$ cat src/rtl/core/rcbd_pkg.sv
// Shared constants and types for the byte-chained RSA decryption block.
// No dependencies.
`timescale 1ns / 1ps

package rcbd_pkg;

    localparam int unsigned KEY_W   = 32;
    localparam int unsigned BYTE_W  = 8;
    localparam int unsigned CNT_W   = $clog2(KEY_W);
    localparam int unsigned IDX_W   = 1;
    localparam int unsigned TDATA_W = ((KEY_W + BYTE_W + 7) / 8) * 8;

    localparam logic [KEY_W-1:0] EXP_RESET = KEY_W'(16971);
    localparam logic [KEY_W-1:0] MOD_RESET = KEY_W'(25777);
    localparam logic [KEY_W-1:0] KEY_ONE   = KEY_W'(1);
    localparam logic [CNT_W-1:0] CNT_LAST  = {CNT_W{1'b1}};

    typedef enum logic [IDX_W-1:0] {
        CFG_EXPONENT = 1'b0,
        CFG_MODULUS  = 1'b1
    } t_cfg_idx;

    typedef enum logic {
        MODE_NONCE = 1'b0,
        MODE_BLOCK = 1'b1
    } t_mode;

    typedef enum logic [2:0] {
        ST_IDLE,
        ST_REDUCE,
        ST_EXP,
        ST_MUL,
        ST_SQR,
        ST_FIN
    } t_state;

endpackage

$ cat src/rtl/core/rsa_cbc_byte_decrypt.sv
// Byte-chained RSA decryption: serial modular exponentiation and chaining.
// Depends on rcbd_pkg.
`timescale 1ns / 1ps

// One word in, one word out. The ciphertext is first reduced modulo the modulus
// one bit per cycle. Then each of the 32 exponent bits, taken from the least
// significant up, costs a dispatch state, a modular multiply when the bit is
// set, and a modular square, all on a single bit-serial shift-and-add
// multiplier with a 2r+a conditional-subtract step. The finished word waits in
// the final state until the output register is empty or being read. One item
// is in work at a time; a finished word waits in the output register while the
// next word is accepted. A modulus of zero skips reduction and wraps products
// to 32 bits; an exponent of zero gives 1.
module rsa_cbc_byte_decrypt (
    input  logic                         i_clk,
    input  logic                         i_rst_n,
    input  logic                         i_cfg_we,
    input  logic [rcbd_pkg::IDX_W-1:0]   i_cfg_idx,
    input  logic [rcbd_pkg::KEY_W-1:0]   i_cfg_data,
    input  logic                         i_s_tvalid,
    output logic                         o_s_tready,
    input  logic [rcbd_pkg::KEY_W-1:0]   i_s_tdata,   // [31:0] cipher_value
    input  logic                         i_s_tuser,   // [0] mode
    output logic                         o_m_tvalid,
    input  logic                         i_m_tready,
    output logic [rcbd_pkg::TDATA_W-1:0] o_m_tdata,   // [31:0] decrypted_value, [39:32] plain_byte
    output logic                         o_m_tuser    // [0] was_nonce
);
    import rcbd_pkg::*;

    t_state                 r_state, n_state;
    logic [KEY_W-1:0]       r_exp, r_mod;
    logic [BYTE_W-1:0]      r_chain, n_chain;
    logic                   r_out_valid, n_out_valid;
    logic [TDATA_W-1:0]     r_out_data, n_out_data;
    logic                   r_out_user, n_out_user;

    logic                   r_mode, n_mode;
    logic [BYTE_W-1:0]      r_clow, n_clow;
    logic                   r_ezero, n_ezero;
    logic [KEY_W-1:0]       r_e, n_e;
    logic [CNT_W-1:0]       r_ecnt, n_ecnt;
    logic [CNT_W-1:0]       r_cnt, n_cnt;
    logic [KEY_W-1:0]       r_base, n_base;
    logic [KEY_W-1:0]       r_res, n_res;
    logic [KEY_W-1:0]       r_acc, n_acc;
    logic [KEY_W-1:0]       r_bsh, n_bsh;
    logic [KEY_W-1:0]       r_mcand, n_mcand;

    logic                   w_accept;
    logic                   w_mod_zero;
    logic [KEY_W:0]         w_rsh;
    logic [KEY_W+1:0]       w_rsub;
    logic [KEY_W+1:0]       w_t;
    logic [KEY_W+2:0]       w_d1, w_d2;
    logic [KEY_W-1:0]       w_step;
    logic [KEY_W-1:0]       w_dec;
    logic [BYTE_W-1:0]      w_low;

    assign o_s_tready = (r_state == ST_IDLE);
    assign w_accept   = i_s_tvalid && o_s_tready;
    assign w_mod_zero = (r_mod == '0);
    assign o_m_tvalid = r_out_valid;
    assign o_m_tdata  = r_out_data;
    assign o_m_tuser  = r_out_user;

    // restoring remainder step for the ciphertext
    assign w_rsh  = {r_acc, r_bsh[KEY_W-1]};
    assign w_rsub = {1'b0, w_rsh} - {2'b00, r_mod};

    // shift-and-add modular step: 2r + b*a, minus m or 2m
    assign w_t  = {1'b0, r_acc, 1'b0} + {2'b00, (r_bsh[KEY_W-1] ? r_mcand : '0)};
    assign w_d1 = {1'b0, w_t} - {3'b000, r_mod};
    assign w_d2 = {1'b0, w_t} - {2'b00, r_mod, 1'b0};

    always_comb begin
        if (w_mod_zero) begin
            w_step = w_t[KEY_W-1:0];
        end else if (!w_d2[KEY_W+2]) begin
            w_step = w_d2[KEY_W-1:0];
        end else if (!w_d1[KEY_W+2]) begin
            w_step = w_d1[KEY_W-1:0];
        end else begin
            w_step = w_t[KEY_W-1:0];
        end
    end

    assign w_dec = r_ezero ? KEY_ONE : r_res;
    assign w_low = w_dec[BYTE_W-1:0];

    always_comb begin
        n_state     = r_state;
        n_chain     = r_chain;
        n_out_valid = r_out_valid;
        n_out_data  = r_out_data;
        n_out_user  = r_out_user;
        n_mode      = r_mode;
        n_clow      = r_clow;
        n_ezero     = r_ezero;
        n_e         = r_e;
        n_ecnt      = r_ecnt;
        n_cnt       = r_cnt;
        n_base      = r_base;
        n_res       = r_res;
        n_acc       = r_acc;
        n_bsh       = r_bsh;
        n_mcand     = r_mcand;

        if (r_out_valid && i_m_tready) begin
            n_out_valid = 1'b0;
        end

        case (r_state)
            ST_IDLE: begin
                if (w_accept) begin
                    n_mode  = i_s_tuser;
                    n_clow  = i_s_tdata[BYTE_W-1:0];
                    n_ezero = (r_exp == '0);
                    n_e     = r_exp;
                    n_ecnt  = '0;
                    n_cnt   = '0;
                    n_acc   = '0;
                    n_bsh   = i_s_tdata;
                    n_base  = i_s_tdata;
                    n_res   = (r_mod == KEY_ONE) ? '0 : KEY_ONE;
                    n_state = w_mod_zero ? ST_EXP : ST_REDUCE;
                end
            end
            ST_REDUCE: begin
                n_acc = w_rsub[KEY_W+1] ? w_rsh[KEY_W-1:0] : w_rsub[KEY_W-1:0];
                n_bsh = {r_bsh[KEY_W-2:0], 1'b0};
                n_cnt = r_cnt + 1'b1;
                if (r_cnt == CNT_LAST) begin
                    n_base  = n_acc;
                    n_state = ST_EXP;
                end
            end
            ST_EXP: begin
                n_acc   = '0;
                n_cnt   = '0;
                n_bsh   = r_base;
                n_mcand = r_e[0] ? r_res : r_base;
                n_state = r_e[0] ? ST_MUL : ST_SQR;
            end
            ST_MUL: begin
                n_acc = w_step;
                n_bsh = {r_bsh[KEY_W-2:0], 1'b0};
                n_cnt = r_cnt + 1'b1;
                if (r_cnt == CNT_LAST) begin
                    n_res   = w_step;
                    n_acc   = '0;
                    n_bsh   = r_base;
                    n_mcand = r_base;
                    n_state = ST_SQR;
                end
            end
            ST_SQR: begin
                n_acc = w_step;
                n_bsh = {r_bsh[KEY_W-2:0], 1'b0};
                n_cnt = r_cnt + 1'b1;
                if (r_cnt == CNT_LAST) begin
                    n_base  = w_step;
                    n_e     = {1'b0, r_e[KEY_W-1:1]};
                    n_ecnt  = r_ecnt + 1'b1;
                    n_state = (r_ecnt == CNT_LAST) ? ST_FIN : ST_EXP;
                end
            end
            ST_FIN: begin
                if (!r_out_valid || i_m_tready) begin
                    n_out_valid = 1'b0;
                    if (r_mode == MODE_NONCE) begin
                        n_out_data = TDATA_W'({w_low, w_dec});
                        n_out_user = 1'b1;
                        n_chain    = w_low;
                    end else begin
                        n_out_data = TDATA_W'({w_low ^ r_chain, w_dec});
                        n_out_user = 1'b0;
                        n_chain    = r_clow;
                    end
                    n_out_valid = 1'b1;
                    n_state     = ST_IDLE;
                end
            end
            default: begin
                n_state = ST_IDLE;
            end
        endcase
    end

    always_ff @(posedge i_clk) begin
        if (!i_rst_n) begin
            r_state     <= ST_IDLE;
            r_exp       <= EXP_RESET;
            r_mod       <= MOD_RESET;
            r_chain     <= '0;
            r_out_valid <= 1'b0;
        end else begin
            r_state     <= n_state;
            r_chain     <= n_chain;
            r_out_valid <= n_out_valid;
            if (i_cfg_we) begin
                case (t_cfg_idx'(i_cfg_idx))
                    CFG_EXPONENT: r_exp <= i_cfg_data;
                    CFG_MODULUS:  r_mod <= i_cfg_data;
                    default:      r_exp <= r_exp;
                endcase
            end
        end
    end

    always_ff @(posedge i_clk) begin
        r_out_data <= n_out_data;
        r_out_user <= n_out_user;
        r_mode     <= n_mode;
        r_clow     <= n_clow;
        r_ezero    <= n_ezero;
        r_e        <= n_e;
        r_ecnt     <= n_ecnt;
        r_cnt      <= n_cnt;
        r_base     <= n_base;
        r_res      <= n_res;
        r_acc      <= n_acc;
        r_bsh      <= n_bsh;
        r_mcand    <= n_mcand;
    end

endmodule
$ cat config.mk
export PLATFORM = sky130hd
export DESIGN_NAME = rsa_cbc_byte_decrypt
export DESIGN_NICKNAME = d
export VERILOG_FILES = /design/src/rtl/core/rcbd_pkg.sv /design/src/rtl/core/rsa_cbc_byte_decrypt.sv
export SDC_FILE = /design/constraint.sdc
export NUM_CORES = 1
export LEC_CHECK = 0
export BUFFER_PORTS_ARGS = -buffer_cell sky130_fd_sc_hd__buf_2
export CAP_MARGIN = 25
export CORE_UTILIZATION = 45
export DETAILED_ROUTE_END_ITERATION = 16
export PLACE_DENSITY_LB_ADDON = 0.3
export SLEW_MARGIN = 20
export SYNTH_ARGS = -nofsm -noshare
export SYNTH_HDL_FRONTEND = slang
export SYNTH_SLANG_ARGS = --single-unit
$ cat constraint.sdc
create_clock -name i_clk -period 13.1 [get_ports i_clk]
set_input_delay 0.655 -clock i_clk [delete_from_list [all_inputs] [get_ports i_clk]]
set_output_delay 0.655 -clock i_clk [all_outputs]
set_load 0.1 [all_outputs]
==> metrics.csv, run 1 <==
stage;metric;value;unit
worst_setup_path;Top cell by count, worst path;o21ai_0;
cells_and_area;sequential cell area in the final layout;9120;µm²
clock_tree;TritonCTS Buffers;37;
worst_setup_path;launch point of the worst reg-to-reg path;r_bsh[31];
logic_synthesis;average cell area after synthesis;9.34;µm²
clock_tree;clock edge transition at the registers on the reported setup and hold paths;0.06;ns
placement;total of buffers placed on input and output ports;113;
logic_synthesis;Cell variety after synth;93;
sta;worst slew margin relative to its limit;23.3;%
worst_setup_path;R2R Path End;r_acc[19];
logic_synthesis;post-synth net total;2525;
clock_tree;level count of the clock H-tree;2;
clock_tree;clock root cell;clkbuf_16;
worst_setup_path;Critical Path Max Stage Delay;0.86;ns
logic_synthesis;dominant combinational cell family by area after synthesis;compound AO/OA/AOI/OAI gates;
detailed_routing;final wirelength;69.1;mm
worst_setup_path;Crit-path slowest cell;a222oi_1;
floorplanning;Die Span X;221;µm
logic_synthesis;top_reg_cell synth;edfxtp_1;
flow_run;number of maximum-capacitance violations;0;
sta;final hold violation count;0;
worst_setup_path;count of buffering cells on the critical path with inverters included;1;
clock_tree;CTS max path bufs;3;
grt;via count of the first global-routing pass;17500;
worst_setup_path;kind of launch point of the worst setup path;flop;
worst_setup_path;cell family with the largest share of critical-path delay;compound AO/OA/AOI/OAI gates;
logic_synthesis;compound-gate portion of the synthesized area;21.1;%
hold_path;cell depth of the worst hold path;1;
grt;overall fraction of global-route tracks in use;28.0;%
logic_synthesis;synthesized instance count;2319;
worst_setup_path;endpoint required time on the critical path;13.39;ns
floorplanning;Ports;114;
detailed_routing;wire per inst;22.7;µm
detailed_routing;iteration count of the initial detailed-routing pass;7;
logic_synthesis;fraction of registers with async set/reset;0;%
logic_synthesis;Synth Area in Simple Gates;17.3;%
clock_tree;clock tree from TritonCTS;built;
floorplanning;initial standard-cell utilization of the core;45.5;%
logic_synthesis;share of cell area taken by muxes after synthesis;3.01;%
sta;crit path time final;7.17;ns
logic_synthesis;portion of the post-synthesis area used by sequential elements;42.1;%
outcome;status;complete, no violations;
clock_tree;number of sinks on the clock net;329;
floorplanning;vertical die dimension;221;µm
floorplanning;total core area;47600;µm²
grt;antenna violations before repair;1;
cells_and_area;fillers;4412;
clock_tree;post-CTS setup buffer count;0;
floorplanning;placement row count;80;
hold_path;worst hold path startpoint;i_s_tuser;
cells_and_area;fraction of layout cells with a size suffix above 1;11.9;%
hold_path;classification of the worst-slack hold path;input port to flop;
placement;post-DP HPWL;51.9;mm
detailed_routing;number of DRC violations after detailed-routing iteration 0;1743;
worst_setup_path;crit path max fanout;24;
detailed_routing;remaining number of nets flagged by the antenna check after routing;0;
sta;skew final;0.0158;ns
floorplanning;area of the die;49000;µm²
logic_synthesis;total of flip-flops plus latches after synthesis;329;
cells_and_area;number of nets in the finished design;2601;
logic_synthesis;synth top area cells;edfxtp_1, ha_1, dfxtp_1;
sta;unrepaired setup endpoints after global routing;no;
logic_synthesis;cell area after technology mapping;21700;µm²
detailed_routing;via count;18500;
logic_synthesis;xor and xnor area share after synthesis;4.48;%
worst_setup_path;type of destination of the critical path;flop;
cells_and_area;Area growth syn-to-layout;11.0;%
worst_setup_path;series of cell instances along the critical path;buf_16 -> and2_1 -> ha_1 -> and4_1 -> o211ai_1 -> a21o_1 -> a211oi_1 -> o21ai_0 -> a21oi_1 -> nor2_1 -> xnor2_1 -> ha_1 -> a21oi_1 -> o21ai_0 -> a211oi_1 -> o221a_2 -> o311ai_1 -> or2_1 -> o31ai_4 -> a222oi_1 -> o21ai_0;
logic_synthesis;number of warnings printed during yosys synthesis;0;
sta;setup TNS;0;ns
logic_synthesis;cell taking the most area after synthesis;edfxtp_1;
sta;Final setup viols;0;
worst_setup_path;worst reg2reg setup slack;5.93;ns
clock_tree;post-cts sizing count;0;
grt;pin count of the biggest net entering global routing;77;
sta;maximum achievable frequency;140;MHz
logic_synthesis;adder-cell share of the synthesized area;7.94;%
logic_synthesis;EDFF count, synth;253;
clock_tree;number of buffers inserted by hold repair at cts;0;
detailed_routing;number of remaining DRC errors;0;
detailed_routing;routed vias/inst;6.07;
sta;post-route clock period utilization;54.7;%
worst_setup_path;crit path launch;r_bsh[31];
grt;remaining global-route overflow;0;
worst_setup_path;worst r2r path cells;21;
sta;transition time at the pin with the least slew margin;1.14;ns
clock_tree;clock network latency to the later pin of the worst-skew pair;0.57;ns
logic_synthesis;share of the synthesized area in the top cell type;35.1;%
hold_path;Worst Hold Endpoint;r_mode;
sta;max-slew violation total from the final report;0;
worst_setup_path;Worst Setup Path Type;flop to flop;
grt;first-pass GRT wire length;106;mm
worst_setup_path;data arrival time at the worst-slack endpoint;7.45;ns
placement;final weighted congestion in routability-driven placement;0.996;
cells_and_area;total area of multi-input combinational cells;11700;µm²
cells_and_area;antenna diode count;0;
## cell families (layout without fill, tap and decap cells)
group | count (synthesis) | after routing
adders and majority gates | 135 | 135
and+or+nand+nor | 812 | 812
muxes | 61 | 61
xor gates and xnor gates | 110 | 110
DFF | 329 | 329
AOI/OAI and AO/OA | 649 | 649
buffers and inverters | 223 | 328
## metal layers
layer | up-vias | part of all wire [%] | GRT usage (%)
li1 | 8689 | - | -
met1 | 8919 | 46 | 40.6
met5 | - | 0 | 0
met4 | 0 | 2.4 | 7.76
met2 | 757 | 44 | 43.4
met3 | 95 | 7.7 | 4.12
## synth_stat cells (53+ instances only)
cell type / count
ha_1: 131
nor2_1: 143
nand2_1: 369
inv_1: 118
xnor2_1: 75
a21oi_1: 131
dfxtp_1: 76
o21ai_0: 102
edfxtp_1: 253
a21boi_0: 61
nor2b_1: 53
clkbuf_1: 85
## placed cells by master (no fill, tap or decap), drive strengths merged, types with 21 or more instances in the layout
cell type / n
o21ai: 119
nand3: 46
mux2: 33
ha: 131
edfxtp: 253
a21boi: 61
nor3: 32
xor2: 34
xnor2: 76
nor4: 21
a211oi: 23
nand4: 21
a21o: 40
a222oi: 34
inv: 123
mux2i: 28
a31oi: 26
and2: 47
buf: 140
nand2: 370
nor2: 145
clkbuf: 56
nor2b: 53
dfxtp: 76
a21oi: 135
o211ai: 36
nand2b: 28
## worst max-delay path by stage
stage | slack [ns] | depth (start not counted) | to
finish | 5.93 | 21 | r_acc[19]
global route | 5.55 | 23 | r_acc[19]
CTS | 5.73 | 21 | r_acc[19]
detailed placement | 5.73 | 21 | r_acc[19]
global placement | 5.95 | 21 | r_base[19]
floorplan | 7.69 | 23 | r_base[30]
## through the flow
step	area [µm²]	util, %	cells	hold slack (ns)	setup slack (ns)
2_1_floorplan	21700	-	2319	0.443	7.69
3_3_place_gp	22800	47.8	2969	0.454	5.95
3_5_place_dp	22800	47.8	2969	0.460	5.73
4_1_cts	24000	50.4	3037	0.235	5.73
5_1_grt	24000	50.5	3039	0.255	5.55
6_report	24000	50.5	3039	0.267	5.93
## final cells by class
type | count | area share (%)
clock buffer | 56 | 4.57
timing repair buffer | 140 | 3.33
multi-input combinational | 1767 | 48.7
tap | 615 | 3.20
clock inverter | 12 | 0.406
inverter | 120 | 1.88
sequential | 329 | 37.9
## flip-flops by register name, summed over array words and instances, names as in the netlist, 3 cells and up
signal and cells:
r_mcand 32, r_bsh 32, r_exp 32, r_res 32, r_chain 8, r_mod 32, r_cnt 5, o_m_tdata 40
r_acc 32, r_base 32, r_state 3, r_e 32, r_clow 8, r_ecnt 5
Power of run 1 is left out: the tool's default activity adds up to more than one toggle a clock period on the data nets, which glitch-free logic cannot reach.
==> run 2: changes to the inputs <==
==> constraint.sdc (replaced) <==
create_clock -name i_clk -period 7.5 [get_ports i_clk]
set_input_delay 0.375 -clock i_clk [delete_from_list [all_inputs] [get_ports i_clk]]
set_output_delay 0.375 -clock i_clk [all_outputs]
set_load 0.1 [all_outputs]
==> run 2 against run 1 <==
  * Worst setup slack got worse by 5.2 ns
  * Final cell count grew 0.23%
  * Critical endpoint is now r_acc[12]
  * Hold slack got worse by 0.24 ns
  * Clock-buffer cell count fell by 4
  * Register-to-register slack got worse by 5.2 ns
  * Sequential share of layout area barely moved
  * Wire length shrank 1.8%
  * Die area is the same
  * Critical path depth grew 2
  * First-iteration DRC count up 2.0%
  * Utilization is essentially flat
==> metrics.csv, run 2 (synthesis results as in run 1) <==
stage;metric;value;unit
worst_setup_path;worst r2r path cells;23;
worst_setup_path;last element of the critical path;r_acc[12];
floorplanning;Ports;114;
cells_and_area;total area of multi-input combinational cells;11700;µm²
worst_setup_path;R2R Path End;r_acc[12];
sta;Final setup viols;0;
sta;final hold violation count;0;
clock_tree;clock edge transition at the registers on the reported setup and hold paths;0.07;ns
detailed_routing;WL met2;29.4;mm
placement;post-DP HPWL;51.6;mm
hold_path;classification of the worst-slack hold path;input port to flop;
sta;setup TNS;0;ns
worst_setup_path;launch point of the worst reg-to-reg path;r_bsh[31];
worst_setup_path;kind of launch point of the worst setup path;flop;
worst_setup_path;Worst Setup Path Type;flop to flop;
grt;via count of the first global-routing pass;17600;
sta;post-route clock period utilization;90.5;%
cells_and_area;sequential cell area in the final layout;9120;µm²
worst_setup_path;worst reg2reg setup slack;0.71;ns
worst_setup_path;endpoint required time on the critical path;7.80;ns
grt;pin count of the biggest net entering global routing;77;
sta;max-slew violation total from the final report;0;
clock_tree;level count of the clock H-tree;2;
floorplanning;vertical die dimension;221;µm
cells_and_area;most common cell after layout, fill and taps aside;nand2_1;
detailed_routing;via count;18600;
sta;crit path time final;6.79;ns
grt;overall fraction of global-route tracks in use;27.4;%
cells_and_area;fillers;4377;
detailed_routing;routed wl met3;5.40;mm
detailed_routing;number of remaining DRC errors;0;
grt;first-pass GRT wire length;104;mm
detailed_routing;number of DRC violations after detailed-routing iteration 0;1778;
clock_tree;post-cts sizing count;0;
detailed_routing;routed vias/inst;6.09;
sta;maximum achievable frequency;147;MHz
sta;worst slew margin relative to its limit;33.2;%
cells_and_area;post-route core utilization;50.5;%
clock_tree;clock tree from TritonCTS;built;
cells_and_area;number of nets in the finished design;2609;
placement;final weighted congestion in routability-driven placement;0.985;
placement;number of instances in the placed design;2976;
detailed_routing;iteration count of the initial detailed-routing pass;6;
grt;antenna violations before repair;1;
floorplanning;total core area;47600;µm²
cells_and_area;fraction of layout cells with a size suffix above 1;11.9;%
worst_setup_path;data arrival time at the worst-slack endpoint;7.09;ns
placement;total of buffers placed on input and output ports;113;
sta;transition time at the pin with the least slew margin;1.00;ns
clock_tree;clock network latency to the later pin of the worst-skew pair;0.58;ns
sta;skew final;0.0301;ns
sta;unrepaired setup endpoints after global routing;no;
cells_and_area;flip-flop count of the largest register after layout;40;
outcome;status;complete, no violations;
worst_setup_path;crit path launch;r_bsh[31];
detailed_routing;highest metal layer with signal wires;met4;
floorplanning;area of the die;49000;µm²
detailed_routing;wire per inst;22.3;µm
grt;remaining global-route overflow;0;
floorplanning;placement row count;80;
cells_and_area;non-filler instance count after layout;3046;
detailed_routing;Met1 Routed Length;31.2;mm
clock_tree;CTS max path bufs;3;
worst_setup_path;crit path max fanout;9;
clock_tree;TritonCTS Buffers;38;
flow_run;number of maximum-capacitance violations;0;
clock_tree;number of sinks on the clock net;329;
worst_setup_path;type of destination of the critical path;flop;
cells_and_area;Area growth syn-to-layout;11.1;%
cells_and_area;highest-count cells in the layout ignoring fill and taps;nand2_1, edfxtp_1, nor2_1;
floorplanning;initial standard-cell utilization of the core;45.5;%
floorplanning;Die Span X;221;µm
clock_tree;clock root cell;clkbuf_16;
detailed_routing;final wirelength;67.8;mm
detailed_routing;remaining number of nets flagged by the antenna check after routing;0;
==> run 2: cell types whose count changed in the layout (fill, tap and decap cells not counted), sizes merged <==
cell / change
dlygate4sd3: +1
diode: +1
bufinv: +1
buf: +6
clkinv: +4
clkbuf: -4
inv: -2
==> run 2: worst min-delay path by stage <==
stage | start | to | slack, ns | cells after the start
2_1_floorplan | r_mod[22] | r_mod[22] | 0.44 | 2
3_3_place_gp | r_mod[24] | r_mod[24] | 0.46 | 2
3_5_place_dp | r_mod[23] | r_mod[23] | 0.46 | 2
4_1_cts | i_s_tdata[7] | r_clow[7] | 0.002 | 1
5_1_grt | i_s_tdata[7] | r_clow[7] | 0.02 | 1
6_report | i_s_tdata[7] | r_clow[7] | 0.03 | 1
==> run 2: timing repair <==
action	4_1_cts	5_1_grt
setup buffers	0	0
hold buffers	1	0
setup endpoints to repair	0	0
endpoints found under the hold margin	1	0
==> run 2: cell type report <==
class,count,share of cell area (%)
flip-flops and latches,329,37.9
diodes,1,0.0104
multi-input cells,1767,48.7
clock inverters,15,0.645
repair buffers,147,3.42
well taps,615,3.20
inverters,120,1.88
clock buffers,52,4.25
==> run 2: metrics by stage <==
stage               hold WS, ns  area, µm²  setup WS (ns)
finish                   0.0255      24100          0.713
global route             0.0150      24100          0.358
detailed placement        0.462      22900          0.964
floorplan                 0.443      21700           2.09
global placement          0.456      22800           1.05
CTS                     0.00166      24000          0.915
==> run 2: worst max-delay path, stage by stage, from the launching register on <==
cell	delay, ns
edfxtp_1	0.46
and2_1	0.17
ha_1	0.18
inv_1	0.06
fa_1	0.39
nand2b_1	0.18
a21o_1	0.20
a31o_2	0.29
a31oi_1	0.33
a21oi_1	0.16
o21ba_2	0.23
o2bb2ai_1	0.13
xnor2_1	0.41
ha_1	0.39
a21oi_1	0.14
o21ai_0	0.12
and3_1	0.19
or4_1	0.52
o21ai_1	0.24
o21ai_1	0.23
nor2_1	0.64
o22ai_1	0.13
a22oi_1	0.57
o21ai_1	0.14
==> run 2: layer usage <==
layer	GRT usage, %	up-vias
li1	-	8709
met5	0	-
met3	4.63	113
met4	8.21	0
met1	39.6	8926
met2	41.6	804
Power of run 2 is left out for the same reason.
